[config.mk]
export PLATFORM = sky130hd
export DESIGN_NAME = press_timing_code_lock
export DESIGN_NICKNAME = d
export VERILOG_FILES = /design/src/hw/rtl/ptcl_pkg.sv /design/src/hw/rtl/press_timing_code_lock.sv /design/src/hw/rtl/ptcl_class.sv /design/src/hw/rtl/ptcl_seq.sv
export SDC_FILE = /design/constraint.sdc
export NUM_CORES = 1
export LEC_CHECK = 0
export BUFFER_PORTS_ARGS = -buffer_cell sky130_fd_sc_hd__buf_4
export CORE_AREA = 3 3 192 194
export DETAILED_ROUTE_END_ITERATION = 8
export DIE_AREA = 0 0 195 197
export PLACE_DENSITY = 0.78
export SETUP_SLACK_MARGIN = 0.4
export SYNTH_ARGS = -nofsm -noshare
export SYNTH_HDL_FRONTEND = slang
export SYNTH_HIERARCHICAL = 1
export SYNTH_SLANG_ARGS = --single-unit
[constraint.sdc]
create_clock -name clk_i -period 15.5 [get_ports clk_i]
set_input_delay 4.65 -clock clk_i [delete_from_list [all_inputs] [get_ports clk_i]]
set_output_delay 4.65 -clock clk_i [all_outputs]
set_load 0.01 [all_outputs]
[src/hw/rtl/ptcl_pkg.sv]
// Shared types and constants for the press timing code lock.
package ptcl_pkg;

  localparam int unsigned TimeW      = 32;
  localparam int unsigned StepW      = 5;
  localparam int unsigned BoundW     = 20;
  localparam int unsigned NumClasses = 4;
  localparam int unsigned CodeSlots  = 21;
  localparam int unsigned PatternW   = 2 * CodeSlots;
  localparam int unsigned CfgDataW   = PatternW;
  localparam int unsigned CfgIdxW    = 3;

  localparam logic [TimeW-1:0] NotifyGapMs  = TimeW'(10000);
  localparam logic [TimeW-1:0] ReallowGapMs = TimeW'(30000);
  localparam logic [2:0]       AttemptLimit = 3'd3;

  typedef enum logic [CfgIdxW-1:0] {
    CfgAnyWin      = 3'd0,
    CfgShortWin    = 3'd1,
    CfgLongWin     = 3'd2,
    CfgVeryLongWin = 3'd3,
    CfgCodePattern = 3'd4,
    CfgCodeLength  = 3'd5,
    CfgRingEnable  = 3'd6
  } cfg_idx_e;

  typedef struct packed {
    logic [BoundW-1:0] hi;
    logic [BoundW-1:0] lo;
  } win_t;

  typedef struct packed {
    win_t [NumClasses-1:0] win;
    logic [PatternW-1:0]   code_pattern;
    logic [StepW-1:0]      code_length;
    logic                  ringcode_enable;
  } cfg_t;

  typedef struct packed {
    logic             pin_level;
    logic [TimeW-1:0] time_ms;
  } in_item_t;

  typedef struct packed {
    logic             ring_bell;
    logic             notify_ring;
    logic             unlock_pulse;
    logic             unlock_refused;
    logic [1:0]       interval_class;
    logic [StepW-1:0] code_step;
    logic             unlock_allowed;
  } out_item_t;

  typedef struct packed {
    logic [NumClasses-1:0] hit;
    logic [1:0]            cls;
  } class_t;

endpackage

[src/hw/rtl/press_timing_code_lock.sv]
// Top level: request registers, configuration registers and result register.
// The result register loads when free or drained. Throughput: one request
// per cycle unless output stalls; all work for an edge is one combinational
// pass from the input register to the result register, state updating in place.
// Repeated-level edges are consumed with no result. Reset (rst_ni low, async)
// clears both stages, returns the step counter to idle, re-arms the first-edge
// flag and the attempt guard, and loads the register defaults (ringcode on).
module press_timing_code_lock (
  input  logic                             clk_i,
  input  logic                             rst_ni,
  input  logic                             in_valid_i,
  output logic                             in_ready_o,
  input  ptcl_pkg::in_item_t               in_data_i,
  output logic                             out_valid_o,
  input  logic                             out_ready_i,
  output ptcl_pkg::out_item_t              out_data_o,
  input  logic                             cfg_we_i,
  input  logic [ptcl_pkg::CfgIdxW-1:0]     cfg_idx_i,
  input  logic [ptcl_pkg::CfgDataW-1:0]    cfg_wdata_i
);

  // request stage
  logic                 in_vld_q;
  ptcl_pkg::in_item_t   in_data_q;
  // result stage
  logic                 out_vld_q;
  ptcl_pkg::out_item_t  out_data_q;
  // configuration
  ptcl_pkg::cfg_t       cfg_q;

  logic                          proc_go, keep;
  logic [ptcl_pkg::TimeW-1:0]    interval;
  ptcl_pkg::class_t              cls;
  ptcl_pkg::out_item_t           result;

  // the held request moves on when the result slot is free or being drained;
  // a dropped edge moves on too but leaves the slot empty
  assign proc_go    = in_vld_q && (!out_vld_q || out_ready_i);
  assign in_ready_o = !in_vld_q || proc_go;

  always_ff @(posedge clk_i or negedge rst_ni) begin
    if (!rst_ni) begin
      in_vld_q <= 1'b0;
    end else if (in_ready_o) begin
      in_vld_q <= in_valid_i;
    end
  end

  always_ff @(posedge clk_i) begin
    if (in_valid_i && in_ready_o) begin
      in_data_q <= in_data_i;
    end
  end

  ptcl_class u_class (
    .cfg_i      (cfg_q),
    .interval_i (interval),
    .class_o    (cls)
  );

  ptcl_seq u_seq (
    .clk_i      (clk_i),
    .rst_ni     (rst_ni),
    .fire_i     (proc_go),
    .item_i     (in_data_q),
    .cfg_i      (cfg_q),
    .class_i    (cls),
    .interval_o (interval),
    .keep_o     (keep),
    .result_o   (result)
  );

  always_ff @(posedge clk_i or negedge rst_ni) begin
    if (!rst_ni) begin
      out_vld_q <= 1'b0;
    end else if (proc_go) begin
      out_vld_q <= keep;
    end else if (out_ready_i) begin
      out_vld_q <= 1'b0;
    end
  end

  always_ff @(posedge clk_i) begin
    if (proc_go) begin
      out_data_q <= result;
    end
  end

  assign out_valid_o = out_vld_q;
  assign out_data_o  = out_data_q;

  // register writes; indexes past the list are ignored
  always_ff @(posedge clk_i or negedge rst_ni) begin
    if (!rst_ni) begin
      cfg_q <= '{win: '0, code_pattern: '0, code_length: '0, ringcode_enable: 1'b1};
    end else if (cfg_we_i) begin
      unique case (cfg_idx_i)
        ptcl_pkg::CfgAnyWin:      cfg_q.win[0] <= ptcl_pkg::win_t'(cfg_wdata_i[39:0]);
        ptcl_pkg::CfgShortWin:    cfg_q.win[1] <= ptcl_pkg::win_t'(cfg_wdata_i[39:0]);
        ptcl_pkg::CfgLongWin:     cfg_q.win[2] <= ptcl_pkg::win_t'(cfg_wdata_i[39:0]);
        ptcl_pkg::CfgVeryLongWin: cfg_q.win[3] <= ptcl_pkg::win_t'(cfg_wdata_i[39:0]);
        ptcl_pkg::CfgCodePattern: cfg_q.code_pattern <= cfg_wdata_i;
        ptcl_pkg::CfgCodeLength:
          cfg_q.code_length <= cfg_wdata_i[ptcl_pkg::StepW-1:0];
        ptcl_pkg::CfgRingEnable:  cfg_q.ringcode_enable <= cfg_wdata_i[0];
        default: ;
      endcase
    end
  end

endmodule

[src/hw/rtl/ptcl_class.sv]
// Interval window compare and class selection.
module ptcl_class (
  input  ptcl_pkg::cfg_t                  cfg_i,
  input  logic [ptcl_pkg::TimeW-1:0]      interval_i,
  output ptcl_pkg::class_t                class_o
);

  always_comb begin
    for (int i = 0; i < ptcl_pkg::NumClasses; i++) begin
      class_o.hit[i] =
        (interval_i >= ptcl_pkg::TimeW'(cfg_i.win[i].lo)) &&
        (interval_i <= ptcl_pkg::TimeW'(cfg_i.win[i].hi));
    end
    // longest matching class wins; the "any" window never names a class
    priority if (class_o.hit[3]) class_o.cls = 2'd3;
    else if (class_o.hit[2])    class_o.cls = 2'd2;
    else if (class_o.hit[1])    class_o.cls = 2'd1;
    else                        class_o.cls = 2'd0;
  end

endmodule

[src/hw/rtl/ptcl_seq.sv]
// Edge filter, code step counter, ring timing and attempt guard.
module ptcl_seq (
  input  logic                          clk_i,
  input  logic                          rst_ni,
  input  logic                          fire_i,
  input  ptcl_pkg::in_item_t            item_i,
  input  ptcl_pkg::cfg_t                cfg_i,
  input  ptcl_pkg::class_t              class_i,
  output logic [ptcl_pkg::TimeW-1:0]    interval_o,
  output logic                          keep_o,
  output ptcl_pkg::out_item_t           result_o
);

  logic                         first_q, prev_lvl_q, allow_q, allow_d;
  logic [1:0]                   att_q, att_d;
  logic [ptcl_pkg::StepW-1:0]   step_q, step_d;
  logic [ptcl_pkg::TimeW-1:0]   edge_time_q, ring_time_q;

  logic                         press, ok, do_ring, do_count, unlock, refused;
  logic [ptcl_pkg::StepW-1:0]   len, idx;
  logic [1:0]                   want;
  logic [2:0]                   cnt;
  logic [ptcl_pkg::TimeW-1:0]   ring_dt;

  assign interval_o = item_i.time_ms - edge_time_q;
  assign keep_o     = first_q || (item_i.pin_level != prev_lvl_q);
  assign press      = !item_i.pin_level;
  assign len        = (cfg_i.code_length > ptcl_pkg::StepW'(ptcl_pkg::CodeSlots)) ?
                      ptcl_pkg::StepW'(ptcl_pkg::CodeSlots) : cfg_i.code_length;
  assign idx        = step_q - ptcl_pkg::StepW'(1);
  assign want       = 2'(cfg_i.code_pattern >> {idx, 1'b0});
  assign ok         = class_i.hit[want] && allow_q;
  assign ring_dt    = item_i.time_ms - ring_time_q;

  always_comb begin
    step_d   = step_q;
    do_ring  = 1'b0;
    do_count = 1'b0;
    unlock   = 1'b0;
    refused  = 1'b0;
    if (step_q > len) begin
      step_d = '0;
    end else if (step_q == '0) begin
      if (press) begin
        step_d   = ptcl_pkg::StepW'(1);
        do_count = 1'b1;
      end
    end else if (!step_q[0]) begin
      // press step
      if (ok && press) begin
        step_d = step_q + ptcl_pkg::StepW'(1);
      end else begin
        step_d   = ptcl_pkg::StepW'(1);
        do_ring  = 1'b1;
        do_count = 1'b1;
      end
    end else if (step_q == ptcl_pkg::StepW'(1)) begin
      if (ok && !press) begin
        step_d = ptcl_pkg::StepW'(2);
      end else begin
        step_d  = '0;
        do_ring = 1'b1;
      end
    end else if (step_q == len) begin
      if (ok && !press) begin
        unlock  = cfg_i.ringcode_enable;
        refused = !cfg_i.ringcode_enable;
      end
      step_d = '0;
    end else begin
      step_d = (ok && !press) ? step_q + ptcl_pkg::StepW'(1) : '0;
    end

    // attempt guard: long pause clears the count, then it counts up to the limit
    cnt     = (interval_o > ptcl_pkg::ReallowGapMs) ? 3'd0 : {1'b0, att_q};
    cnt     = cnt + 3'd1;
    att_d   = att_q;
    allow_d = allow_q;
    if (do_count) begin
      if (cnt > ptcl_pkg::AttemptLimit) begin
        allow_d = 1'b0;
        att_d   = ptcl_pkg::AttemptLimit[1:0];
      end else begin
        allow_d = 1'b1;
        att_d   = cnt[1:0];
      end
    end
  end

  always_comb begin
    result_o.ring_bell      = do_ring;
    result_o.notify_ring    = do_ring && (ring_dt > ptcl_pkg::NotifyGapMs);
    result_o.unlock_pulse   = unlock;
    result_o.unlock_refused = refused;
    result_o.interval_class = class_i.cls;
    result_o.code_step      = step_d;
    result_o.unlock_allowed = allow_d;
  end

  always_ff @(posedge clk_i or negedge rst_ni) begin
    if (!rst_ni) begin
      first_q     <= 1'b1;
      prev_lvl_q  <= 1'b0;
      step_q      <= '0;
      att_q       <= '0;
      allow_q     <= 1'b1;
      edge_time_q <= '0;
      ring_time_q <= '0;
    end else if (fire_i && keep_o) begin
      first_q     <= 1'b0;
      prev_lvl_q  <= item_i.pin_level;
      step_q      <= step_d;
      att_q       <= att_d;
      allow_q     <= allow_d;
      edge_time_q <= item_i.time_ms;
      if (do_ring) begin
        ring_time_q <= item_i.time_ms;
      end
    end
  end

endmodule
==> results.sh <==
export IMPL_timing_rr_start="in_data_q[6]"
export IMPL_grt_max_degree=118
export IMPL_drt_iter0_markers=942
export IMPL_finalSetupViolCount=0
export IMPL_crit_type="in2out"
export IMPL_cts_root_buf="clkbuf_16"
export IMPL_cts_tree="done"
export IMPL_fmax_mhz=102
export IMPL_outcome="finished clean"
export IMPL_diodes=0
export IMPL_synthAdderAreaFrac_pct=13.6
export IMPL_coreArea_mm2=0.0354
export IMPL_synth_avg_cell_area_um2=10.5
export IMPL_r2r_slack_ns=8.71
export IMPL_final_util_pct=67.1
export IMPL_max_slew_margin_pct=24.4
export IMPL_cap_violations=0
export IMPL_ys_ff_latch=329
export IMPL_rsz0062_at_grt="false"
export IMPL_clkSinkCount=329
export IMPL_r2r_cells=19
export IMPL_timing_critical_path_mode_cell="buf_4"
export IMPL_synth_top_family_by_area="multiplexers"
export IMPL_start_util_pct=60.6
export IMPL_die_h_um=197
export IMPL_holdWs_ns=0.484
export IMPL_dieArea_mm2=0.0384
export IMPL_ys_warnings_count=6
export IMPL_maxSlewViolCount=0
export IMPL_synth_xor_area_share_pct=1.80
export IMPL_total_power_mw=5.15
export IMPL_wl_um=53600
export IMPL_async_reset_ff_share_pct=86.3
export IMPL_antenna_left=0
export IMPL_crit_required_ns=10.85
export IMPL_grtUsageTotal_pct=27.7
export IMPL_grt_overflow_total=0
export IMPL_cp_cell_sequence="buf_4, nand3b_1, buf_4"
export IMPL_wl_per_cell_um=20.4
export IMPL_clock_path_buffers=3
export IMPL_synth_compound_area_share_pct=12.6
export IMPL_critical_path_max_stage_delay_ns=0.18
export IMPL_setup_slack_ns=5.74
export IMPL_synth_ff_type="dfrtp_1"
export IMPL_cts_resized=0
export IMPL_firstDrtPassIters=5
export IMPL_layout_commonest_cell="dfrtp_1"
export IMPL_cellPowerDensity_mw_per_mm2=217
export IMPL_crit_path_start="out_ready_i"
export IMPL_place_ws_ns=5.74
export IMPL_synth_area_mm2=0.0214
export IMPL_r2r_end="u_seq/ring_time_q[23]"
export IMPL_io_pins=97
export IMPL_synth_cell_types=87
export IMPL_cp_endpoint="in_ready_o"
export IMPL_synth_top_area_share_pct=32.8
export IMPL_post_route_drc_count=0
export IMPL_grt_pass1_wl_um=85300
export IMPL_final_cell_mix="dfrtp_1 (281), inv_1 (256), ha_1 (230), mux2_2 (167), nand2_1 (136)"
export IMPL_crit_fanout=3
export IMPL_synth_simple_area_share_pct=10.3
export IMPL_area_delta_synth_final_pct=10.8
export IMPL_finalCriticalPeriod_ns=9.76
export IMPL_syn_inst=2041
export IMPL_nets=2450
export IMPL_holdBufCountCts=0
export IMPL_hold_violations=0
export IMPL_cp_end_kind="primary output"
export IMPL_rows=69
export IMPL_first_global_vias=16110
export IMPL_clkTransAtPathRegs_ns=0.06
export IMPL_yosysSeqAreaShare_pct=39.5
export IMPL_crit_slowest_cell="nand3b_1"
export IMPL_muxShareOfSynthArea_pct=15.7
export IMPL_period_share_pct=62.9
export IMPL_ir_drop_mv=0.136
export IMPL_fin_worst_skew_ns=0.0197
export IMPL_cts_max_level=2
export IMPL_worstSetupStartpointType="input port"
export IMPL_worst_pin_slew_ns=1.13
export IMPL_drive_above_1_share_pct=20.7
export IMPL_post_cts_setup_buffers=0
export IMPL_vias_per_cell=6.05
export IMPL_cts_buffers=39
export IMPL_worstSkewPairLatency_ns=0.56
export IMPL_place_congestion=0.898
export IMPL_synth_top_area_cell="dfrtp_1"
export IMPL_cp_arrival_ns=5.11
export IMPL_antenna_found_initial=1
export IMPL_hold_class="reg2reg"
export IMPL_die_w_um=195
export IMPL_p_leak_nw=11.2
export IMPL_portBuffers=96
export IMPL_synth_nets=2356
export IMPL_synth_edf_count=45
export IMPL_num_vias=15883
export IMPL_tns_ns=0
export IMPL_place_hpwl_um=38400
export IMPL_synth_area_leaders="dfrtp_1 (33%), ha_1 (13%), mux2_2 (8.8%)"
Yosys cell counts (14+ instances only):
cell type / n
edfxtp_1: 45
buf_6: 18
nand3_1: 25
nand2b_1: 24
a21o_1: 45
nor2b_1: 21
inv_1: 256
nand4_1: 34
mux2_4: 69
dfrtp_1: 281
o211ai_1: 18
o21ai_0: 90
a21oi_1: 116
a31oi_1: 14
mux2_2: 167
a211oi_1: 27
xnor2_1: 30
nand2_1: 136
xor2_1: 14
clkbuf_1: 29
ha_1: 230
nor3_1: 31
nor2_1: 75
cell type report:
| type | instances | area [µm²] |
|---|---|---|
| Timing Repair Buffer | 118 | 893 |
| Inverter | 258 | 968 |
| Clock inverter | 15 | 116 |
| Sequential cell | 329 | 8460 |
| Fill cell | 2715 | 11700 |
| Tap cell | 461 | 577 |
| Clock buffer | 57 | 1140 |
| Multi-Input combinational cell | 1389 | 11600 |
through the flow:
| stage | area (µm²) | instances |
|---|---|---|
| 2_1_floorplan | 21400 | 2041 |
| 3_3_place_gp | 22500 | 2555 |
| 3_5_place_dp | 22500 | 2555 |
| 4_1_cts | 23700 | 2627 |
| 5_1_grt | 23700 | 2627 |
| 6_report | 23700 | 2627 |
routing by layer:
| metal | routed length, µm | part of all wire (%) | track usage [%] | up-vias |
|---|---|---|---|---|
| met3 | 2800 | 5.2 | 4.84 | 112 |
| li1 | - | - | - | 7484 |
| met4 | 1880 | 3.5 | 9.88 | 2 |
| met5 | 13 | 0.024 | 0 | - |
| met1 | 22700 | 42 | 35.6 | 7835 |
| met2 | 26200 | 49 | 47.8 | 450 |
critical path: cells and delay by family:
kind          cells  cell delay (ns)
buf+inv           2             0.28
simple gates      1             0.18
worst min path at each step:
stage / start / end / cells past startpoint
2_1_floorplan: u_seq/edge_time_q[0] / u_seq/edge_time_q[0] / 2
3_5_place_dp: u_seq/first_q / u_seq/first_q / 1
4_1_cts: u_seq/first_q / u_seq/first_q / 1
5_1_grt: u_seq/first_q / u_seq/first_q / 1
6_report: u_seq/first_q / u_seq/first_q / 1
3_3_place_gp: cfg_q[129] / cfg_q[129] / 1
sequential cells by signal, summed over array words and instances, names as in the netlist, 2 cells and up:
name / flops
u_seq/step_q: 5
u_seq/ring_time_q: 32
in_data_q: 33
cfg_q: 208
u_seq/att_q: 2
u_seq/edge_time_q: 32
out_data_o: 12
kinds of logic (layout without fill, tap and decap cells):
family | Yosys count | in the layout
compound gates | 418 | 418
xor+xnor | 44 | 44
fa+ha+maj | 232 | 232
buf+inv | 323 | 448
flops | 329 | 329
mux | 267 | 267
simple gates | 428 | 428
power by group:
group	internal (mW)	total, mW	leakage (nW)	switching, mW
clock	0.530	0.897	0.621	0.367
combinational	1.27	3.03	6.73	1.77
sequential	1.10	1.22	3.85	0.120
total	2.90	5.15	11.2	2.25
Note: power is estimated with default switching activity, not from simulation.
